===== config.mk =====
export PLATFORM = sky130hd
export DESIGN_NAME = joystick_differential_drive_mixer_top
export DESIGN_NICKNAME = d
export VERILOG_FILES = /design/src/hdl/jddm_pkg.sv /design/src/hdl/joystick_differential_drive_mixer_top.sv /design/src/hdl/jddm_div.sv
export SDC_FILE = /design/constraint.sdc
export NUM_CORES = 2
export LEC_CHECK = 0
export CAP_MARGIN = 20
export CORE_MARGIN = 2
export CORE_UTILIZATION = 30
export DETAILED_ROUTE_END_ITERATION = 8
export DONT_BUFFER_PORTS = 1
export MAX_ROUTING_LAYER = met4
export PLACE_DENSITY = 0.5
export SETUP_SLACK_MARGIN = 0.02
export SYNTH_ARGS = -nofsm -noshare
export SYNTH_HDL_FRONTEND = slang
export SYNTH_SLANG_ARGS = --single-unit

===== constraint.sdc =====
create_clock -name clk -period 31.6 [get_ports clk]
set_input_delay 1.58 -clock clk [delete_from_list [all_inputs] [get_ports clk]]
set_output_delay 1.58 -clock clk [all_outputs]
set_load 0.02 [all_outputs]

===== src/hdl/jddm_pkg.sv =====
// Package for the joystick differential-drive mixer: payload structs,
// mode codes and fixed offsets. No dependencies.
`default_nettype none
package jddm_pkg;

  typedef struct packed {
    logic [2:0]  mode;
    logic [12:0] axis_x;
    logic [12:0] axis_y;
  } in_item_t;

  typedef struct packed {
    logic [15:0] left_duty;
    logic [15:0] right_duty;
  } out_item_t;

  typedef enum logic [2:0] {
    MODE_NONE      = 3'd0,
    MODE_NEUTRAL   = 3'd1,
    MODE_STRAIGHT  = 3'd2,
    MODE_SPIN      = 3'd3,
    MODE_FWD_LEFT  = 3'd4,
    MODE_FWD_RIGHT = 3'd5,
    MODE_REV_LEFT  = 3'd6,
    MODE_REV_RIGHT = 3'd7
  } mode_t;

  typedef enum logic [1:0] {
    REG_DUTY_MAX     = 2'd0,
    REG_DUTY_MIN     = 2'd1,
    REG_DUTY_NEUTRAL = 2'd2
  } reg_idx_t;

  localparam int AXIS_MID  = 2048;
  localparam int BASE_DUTY = 3000;

endpackage
`default_nettype wire


===== src/hdl/joystick_differential_drive_mixer_top.sv =====
// Joystick differential-drive mixer.
// Pipeline: ceil((SLOPE_FRAC_BITS+13)/4) divider stages plus four stages.
// Throughput: one transfer per cycle; the whole pipe advances when the
// output register is free. Synchronous active-low reset clears valid bits
// and loads the duty registers with 4200, 1800 and 3000.
`default_nettype none
module joystick_differential_drive_mixer_top #(
  parameter int SLOPE_FRAC_BITS = 16
) (
  input  wire logic               clk,
  input  wire logic               rst_n,
  input  wire logic               in_valid,
  output logic                    in_stall,
  input  wire jddm_pkg::in_item_t in_data,
  output logic                    out_valid,
  input  wire logic               out_stall,
  output jddm_pkg::out_item_t     out_data,
  input  wire logic               cfg_we,
  input  wire logic [1:0]         cfg_index,
  input  wire logic [15:0]        cfg_data
);
  import jddm_pkg::*;

  localparam int F  = SLOPE_FRAC_BITS;
  localparam int NW = F + 13;
  localparam int DS = (NW + 3) / 4;
  localparam int KW = NW + 1;

  logic [15:0] dmax_r, dmin_r, dneu_r;

  // Hold configuration
  always_ff @(posedge clk) begin
    if (!rst_n) begin
      dmax_r <= 16'd4200;
      dmin_r <= 16'd1800;
      dneu_r <= 16'd3000;
    end else if (cfg_we) begin
      unique case (reg_idx_t'(cfg_index))
        REG_DUTY_MAX:     dmax_r <= cfg_data;
        REG_DUTY_MIN:     dmin_r <= cfg_data;
        REG_DUTY_NEUTRAL: dneu_r <= cfg_data;
        default: ;
      endcase
    end
  end

  // Pipe advances whenever the output is free
  logic adv;
  assign adv      = !out_valid || !out_stall;
  assign in_stall = !adv;

  logic [DS+2:0] v_r;
  always_ff @(posedge clk) begin
    if (!rst_n) v_r <= '0;
    else if (adv) v_r <= {v_r[DS+1:0], in_valid};
  end

  // Stage 0 into divider: magnitudes and signs
  logic signed [13:0] dx, dy;
  assign dx = $signed({1'b0, in_data.axis_x}) - 14'sd2048;
  assign dy = $signed({1'b0, in_data.axis_y}) - 14'sd2048;
  logic [12:0] dxm;
  logic [12:0] dym;
  assign dxm = dx[13] ? 13'(-dx) : dx[12:0];
  assign dym = dy[13] ? 13'(-dy) : dy[12:0];
  logic [NW-1:0] num;
  assign num = (dx == 14'sd0) ? '0 : {dym, F'(0)};
  logic [12:0] den;
  assign den = (dx == 14'sd0) ? 13'd1 : dxm;

  localparam int TW = 3 + 13 + 13 + 1;
  logic [NW-1:0] qm;
  logic [TW-1:0] tg;
  jddm_div #(.NW(NW), .SW(4), .TW(TW)) u_div (
    .clk(clk), .en(adv), .num_mag(num), .den_mag(den),
    .tag_in({in_data.mode, in_data.axis_x, in_data.axis_y, dx[13] ^ dy[13]}),
    .quo_mag(qm), .tag_out(tg)
  );

  in_item_t d_it;
  assign d_it = in_item_t'(tg[TW-1:1]);
  logic signed [KW-1:0] k;
  assign k = tg[0] ? -$signed({1'b0, qm}) : $signed({1'b0, qm});

  // Stage A: slope product, linear product, comparison flags
  logic [2:0]  a_mode_r;
  logic [12:0] a_x_r, a_y_r;
  logic signed [KW+10:0] a_kp_r;
  logic        a_kgt_r, a_klt_r;
  logic signed [31:0] a_lin_r;
  always_ff @(posedge clk) begin
    if (adv) begin
      a_mode_r <= d_it.mode;
      a_x_r    <= d_it.axis_x;
      a_y_r    <= d_it.axis_y;
      a_kp_r   <= (KW+11)'(k) * (KW+11)'(1000);
      a_kgt_r  <= k > (KW)'(1 << F);
      a_klt_r  <= k < -(KW)'(1 << F);
      a_lin_r  <= ($signed({1'b0, dmax_r}) - $signed({1'b0, dmin_r}))
                * (d_it.mode == MODE_SPIN
                   ? 32'sd4096 - $signed({19'd0, d_it.axis_x})
                   : 32'sd4096 - $signed({19'd0, d_it.axis_y}));
    end
  end

  // Stage B: saturated slope term and raw diagonal values (Q8)
  logic signed [F+16:0] base1;
  assign base1 = (F+17)'(BASE_DUTY) <<< F;
  logic signed [KW+12:0] sp, sn;
  assign sp = (KW+13)'(base1) + (KW+13)'(a_kp_r);
  assign sn = (KW+13)'(base1) - (KW+13)'(a_kp_r);
  function automatic logic signed [25:0] satq(input logic signed [KW+12:0] v);
    logic signed [KW+12:0] q;
    q = v >>> F;
    if (v < 0) return '0;
    if (q > 65535) return 26'sd65535 <<< 8;
    return 26'(q) <<< 8;
  endfunction
  logic signed [25:0] ax;
  logic signed [25:0] ay;
  assign ax = ($signed({13'd0, a_x_r}) - 26'sd2048) * 26'sd125;
  assign ay = ($signed({13'd0, a_y_r}) - 26'sd2048) * 26'sd125;

  logic [2:0] b_mode_r;
  logic signed [26:0] b_l_r, b_r_r;
  logic signed [31:0] b_lin_r;
  logic [15:0] b_dmx_r, b_dmn_r, b_neu_r;
  always_ff @(posedge clk) begin
    if (adv) begin
      b_mode_r <= a_mode_r;
      b_lin_r  <= a_lin_r;
      b_dmx_r  <= dmax_r;
      b_dmn_r  <= dmin_r;
      b_neu_r  <= dneu_r;
      unique case (mode_t'(a_mode_r))
        MODE_FWD_LEFT: begin
          b_r_r <= a_kgt_r ? 27'((3800 * 256) - ax) : 27'((3300 * 256) - ay);
          b_l_r <= 27'(satq(sp)) - 27'(1200 * 256);
        end
        MODE_FWD_RIGHT: begin
          b_l_r <= a_klt_r ? 27'((4200 * 256) + ax) : 27'((4200 * 256) - ay);
          b_r_r <= 27'(satq(sn)) - 27'(1200 * 256);
        end
        MODE_REV_LEFT: begin
          b_l_r <= a_klt_r ? 27'((1800 * 256) + ax) : 27'((1800 * 256) + ay);
          b_r_r <= 27'(satq(sp)) + 27'(1200 * 256);
        end
        default: begin
          b_r_r <= a_kgt_r ? 27'((1150 * 256) + ay) : 27'((2900 * 256) - ax);
          b_l_r <= 27'(satq(sn)) + 27'(1600 * 256);
        end
      endcase
    end
  end

  // Stage C: clamp and select by mode
  function automatic logic signed [26:0] clampq(input logic signed [26:0] v,
                                              input logic [15:0] mx,
                                              input logic [15:0] mn);
    logic signed [26:0] o;
    o = v;
    if (o > $signed({3'd0, mx, 8'd0})) o = $signed({3'd0, mx, 8'd0});
    if (o < $signed({3'd0, mn, 8'd0})) o = $signed({3'd0, mn, 8'd0});
    return o;
  endfunction
  function automatic logic [15:0] sat12(input logic signed [33:0] v);
    if (v < 0) return 16'd0;
    if ((v >>> 12) > 34'sd65535) return 16'hFFFF;
    return 16'(v >>> 12);
  endfunction
  logic signed [26:0] cl, cr;
  assign cl = clampq(b_l_r, b_dmx_r, b_dmn_r);
  assign cr = clampq(b_r_r, b_dmx_r, b_dmn_r);
  logic signed [33:0] mn12, mx12;
  assign mn12 = $signed({6'd0, b_dmn_r, 12'd0});
  assign mx12 = $signed({6'd0, b_dmx_r, 12'd0});

  logic       c_keep_r;
  out_item_t  c_o_r;
  always_ff @(posedge clk) begin
    if (adv) begin
      unique case (mode_t'(b_mode_r))
        MODE_NONE: begin
          c_keep_r <= 1'b0;
          c_o_r    <= '0;
        end
        MODE_NEUTRAL: begin
          c_keep_r <= 1'b1;
          c_o_r    <= '{b_neu_r, b_neu_r};
        end
        MODE_STRAIGHT: begin
          c_keep_r <= 1'b1;
          c_o_r <= '{sat12(mn12 + 34'(b_lin_r)), sat12(mn12 + 34'(b_lin_r))};
        end
        MODE_SPIN: begin
          c_keep_r <= 1'b1;
          c_o_r <= '{sat12(mx12 - 34'(b_lin_r)), sat12(mn12 + 34'(b_lin_r))};
        end
        default: begin
          c_keep_r <= !((b_mode_r == MODE_FWD_LEFT && cl > cr)
                     || (b_mode_r == MODE_REV_RIGHT && cr > cl));
          c_o_r <= '{(cl < 0) ? 16'd0 : cl[23:8], (cr < 0) ? 16'd0 : cr[23:8]};
        end
      endcase
    end
  end

  // Output register: drop items with no result
  always_ff @(posedge clk) begin
    if (!rst_n) out_valid <= 1'b0;
    else if (adv) out_valid <= v_r[DS+2] && c_keep_r;
  end
  always_ff @(posedge clk) begin
    if (adv) out_data <= c_o_r;
  end
endmodule
`default_nettype wire


===== src/hdl/jddm_div.sv =====
// Pipelined restoring divider: unsigned numerator magnitude over unsigned
// 13 bit denominator magnitude, quotient truncated toward zero. Uses nothing else.
`default_nettype none
module jddm_div #(
  parameter int NW = 30,
  parameter int SW = 4,
  parameter int TW = 8
) (
  input  wire logic          clk,
  input  wire logic          en,
  input  wire logic [NW-1:0] num_mag,
  input  wire logic [12:0]   den_mag,
  input  wire logic [TW-1:0] tag_in,
  output logic [NW-1:0]      quo_mag,
  output logic [TW-1:0]      tag_out
);
  // Each stage resolves SW quotient bits.
  localparam int NST = (NW + SW - 1) / SW;
  localparam int PW  = NST * SW;

  logic [PW-1:0] q_r   [1:NST];
  logic [TW-1:0] t_r   [1:NST];
  logic [13:0]   rem_r [1:NST-1];
  logic [12:0]   d_r   [1:NST-1];

  for (genvar s = 0; s < NST; s++) begin : g_st
    logic [PW-1:0] q_in;
    logic [13:0]   rem_in;
    logic [12:0]   d_in;
    logic [TW-1:0] t_in;
    logic [PW-1:0] q_nxt;
    logic [13:0]   rem_nxt;

    // Take the operands from the ports at the head, else from the stage before
    if (s == 0) begin : g_head
      assign q_in   = PW'(num_mag);
      assign rem_in = '0;
      assign d_in   = den_mag;
      assign t_in   = tag_in;
    end else begin : g_body
      assign q_in   = q_r[s];
      assign rem_in = rem_r[s];
      assign d_in   = d_r[s];
      assign t_in   = t_r[s];
    end

    always_comb begin
      logic [14:0] tr;
      q_nxt   = q_in;
      rem_nxt = rem_in;
      for (int b = 0; b < SW; b++) begin
        tr = {rem_nxt, q_nxt[PW-1]};
        q_nxt = {q_nxt[PW-2:0], 1'b0};
        if (tr >= {2'b0, d_in}) begin
          rem_nxt  = 14'(tr - {2'b0, d_in});
          q_nxt[0] = 1'b1;
        end else begin
          rem_nxt = tr[13:0];
        end
      end
    end

    always_ff @(posedge clk) begin
      if (en) begin
        q_r[s+1] <= q_nxt;
        t_r[s+1] <= t_in;
      end
    end

    // Carry remainder and divisor only where a later stage reads them
    if (s < NST - 1) begin : g_fwd
      always_ff @(posedge clk) begin
        if (en) begin
          rem_r[s+1] <= rem_nxt;
          d_r[s+1]   <= d_in;
        end
      end
    end
  end

  assign quo_mag = q_r[NST][NW-1:0];
  assign tag_out = t_r[NST];
endmodule
`default_nettype wire


==> results.py <==
metrics = {
    "status": {
        "outcome": "complete, no violations",
    },
    "drt": {
        "dr.pass1.iters": 6,
        "avgRoutedWirePerCell_microns": 19.60,
        "vias": 62790,
        "drt_wl_total_microns": 241400,
        "vias_per_cell": 5.099,
        "final_antenna_net_count": 0,
        "initialDrtViolationCount": 4430,
        "route.detailed.drc": 0,
    },
    "setup_path": {
        "critical_path_class": "reg -> reg",
        "worstRegToRegCells": 44,
        "cpPeakStageDelay_ns": 0.58,
        "slowest_stage": "o31ai_1",
        "worst-path-stages": 44,
        "r2r_setup_slack_ns": 18.84,
        "worstSetupStartpoint": "u_div.d_r[1][14]$_DFFE_PN_",
        "crit_path_end_kind": "flop",
        "r2r_end": "u_div.rem_r[2][6]$_DFFE_PN_",
        "worstSetupStartpointType": "flop",
        "critPathTopFamily": "compound AO/OA/AOI/OAI gates",
        "crit_top_cell": "a21oi_1",
        "crit_path_max_fanout": 22,
        "arrival_ns": 13.23,
        "cp.buffers_inverters": 6,
        "cp.required_ns": 32.07,
        "r2r-start": "u_div.d_r[1][14]$_DFFE_PN_",
        "cp-endpoint": "u_div.rem_r[2][6]$_DFFE_PN_",
    },
    "cts": {
        "postCtsSetupBuffers": 0,
        "path_clk_slew_ns": 0.06,
        "cts-root-buf": "clkbuf_16",
        "htree_levels": 3,
        "cts_tree": "built",
        "cts_sinks": 936,
        "cts_resized": 0,
        "clk_latency_ns": 0.77,
        "hold_buffers": 0,
        "cts_buffers": 108,
        "cts_buffer_depth": 3,
    },
    "timing": {
        "setup_viol": 0,
        "maxSlewViolCount": 0,
        "fmax_ghz": 0.07837,
        "tns_ns": 0,
        "hold_violations": 0,
        "period_share_pct": 40.38,
        "rsz0062_at_grt": "false",
        "relSlewSlack_pct": 20.11,
        "tightest_slew_ns": 1.183,
        "finalCriticalPeriod_ns": 12.76,
        "fin_skew_ns": 0.07638,
    },
    "grt": {
        "grt_first_pass_wirelength_microns": 374800,
        "grt_usage_pct": 17.16,
        "grt_max_degree": 80,
        "grt-ovfl-total": 0,
        "antenna_found_initial": 8,
        "grt_pass1_vias": 63110,
    },
    "hold_path": {
        "hold_start": "u_div.t_r[0][50]$_DFFE_PN_",
        "hold_class": "reg -> reg",
        "hold_depth": 0,
    },
    "yosys": {
        "synth_area_leaders": "edfxtp_1 (31%), ha_1 (13%), fa_1 (11%)",
        "ys_ff_latch": 936,
        "yosysSeqAreaShare_pct": 32.83,
        "yosysMostFrequentCell": "edfxtp_1",
        "synth_top_area_share_pct": 31.40,
        "ys_warn_count": 0,
        "synth_edf_count": 876,
        "synth.cell_area_sq_mm": 0.08378,
        "synthCells": 8489,
        "synth_cell_types": 101,
        "yosysTopAreaCell": "edfxtp_1",
        "ys.flop_type": "edfxtp_1",
        "synth_area_per_cell_sq_um": 9.870,
        "async_flop_share_pct": 0,
        "synth_common_cells": "edfxtp_1 (876), inv_1 (860), ha_1 (855)",
    },
    "die": {
        "io_pins": 86,
        "rows": 194,
        "initial_utilization_pct": 30.07,
        "coreArea_sq_mm": 0.2787,
        "die_w_microns": 532.5,
        "dieArea_sq_mm": 0.2835,
        "die_h_microns": 532.5,
    },
    "place": {
        "dp.cells": 12110,
        "place_congestion": 0.9149,
        "post-dp-hpwl_microns": 195300,
        "portBuffers": 0,
    },
    "final_layout": {
        "areaGrowthSynthToFinish_pct": 10.05,
        "fin_cells": 12310,
        "nNetsFinal": 9881,
        "layout-drive-gt1-share_pct": 6.466,
        "fillCellCount": 28530,
    },
    "flow_run": {
        "drv_cap": 0,
    },
}
==> worst min path at each step <==
stage          slack (ns)                          end
2_1_floorplan        0.40         b_lin_r[0]$_DFFE_PN_
3_3_place_gp         0.40  u_div.q_r[0][138]$_DFFE_PN_
3_5_place_dp         0.40         b_lin_r[1]$_DFFE_PN_
4_1_cts              0.39         b_lin_r[1]$_DFFE_PN_
5_1_grt              0.40   u_div.q_r[0][91]$_DFFE_PN_
6_report             0.40   u_div.t_r[0][80]$_DFFE_PN_
==> worst reg2reg max path: cells and delay by family (launching register included) <==
kind            cells  cell delay (ns)
flops               1             0.48
buf+inv             6             1.60
fa+ha+maj           4             1.29
simple gates       10             2.04
compound gates     24             7.04
==> through the flow <==
| step | setup WS (ns) | hold WS [ns] | instance area, sq um | util [%] |
|---|---|---|---|---|
| 5_1_grt | 17.73 | 0.4039 | 92200 | 33.09 |
| 6_report | 18.84 | 0.4036 | 92210 | 33.09 |
| 3_3_place_gp | 19.07 | 0.4004 | 88460 | 31.74 |
| 2_1_floorplan | 3.851 | 0.4003 | 83800 | - |
| 4_1_cts | 18.85 | 0.3945 | 92190 | 33.08 |
| 3_5_place_dp | 18.92 | 0.4045 | 88510 | 31.76 |
==> logic make-up after synthesis <==
kind of cell | count (synthesis) | synth area share [%]
other cells | 1 | 0.004476
flops | 936 | 32.83
compound gates | 1954 | 15.14
mux | 265 | 3.430
simple gates | 2324 | 13.24
fa+ha+maj | 1337 | 24.27
buf+inv | 1074 | 4.827
xor+xnor | 598 | 6.251
==> state kept, by name, indices dropped and copies added (netlist names), 27 cells and up <==
signal and cells:
a_kp_r 38, a_lin_r 32, b_l_r 27, b_lin_r 32, b_r_r 27, c_o_r 32, out_data 32, u_div.d_r 91
u_div.q_r 144, u_div.rem_r 98, u_div.t_r 240
==> layer usage <==
| layer | part of all wire (%) | vias up | GRT usage (%) |
|---|---|---|---|
| met3 | 3.7 | 244 | 1.719 |
| met4 | 2.2 | 0 | 3.786 |
| met5 | 0 | - | - |
| met1 | 48 | 31000 | 23.21 |
| met2 | 46 | 1236 | 27.70 |
| li1 | - | 30310 | - |
==> area by class of cell <==
type | count | area (sq um) | share of cell area (%)
Sequential cell | 936 | 27510 | 29.83
Tap cell | 3724 | 4659 | 5.053
Clock buffer | 123 | 2821 | 3.060
Multi-Input combinational cell | 6484 | 52370 | 56.80
Inverter | 868 | 3258 | 3.534
Timing Repair Buffer | 95 | 714.4 | 0.7748
Antenna cell | 5 | 12.51 | 0.01357
Clock inverter | 78 | 859.6 | 0.9322
==> cells in the final DEF, fill, tap and decap left out, types with 110 or more instances in the layout <==
| master | n |
|---|---|
| xor2_1 | 190 |
| nand2_1 | 721 |
| nor3_1 | 168 |
| nand3_1 | 145 |
| mux2_2 | 176 |
| edfxtp_1 | 876 |
| ha_1 | 855 |
| o21a_1 | 138 |
| a21o_1 | 167 |
| inv_1 | 860 |
| a21oi_1 | 526 |
| nor2_1 | 601 |
| o21ai_0 | 410 |
| fa_1 | 481 |
| xnor2_1 | 403 |
| clkbuf_16 | 110 |
Power is not shown: default switching activity piles up to over one toggle a cycle in this logic, so the estimate is an artifact.
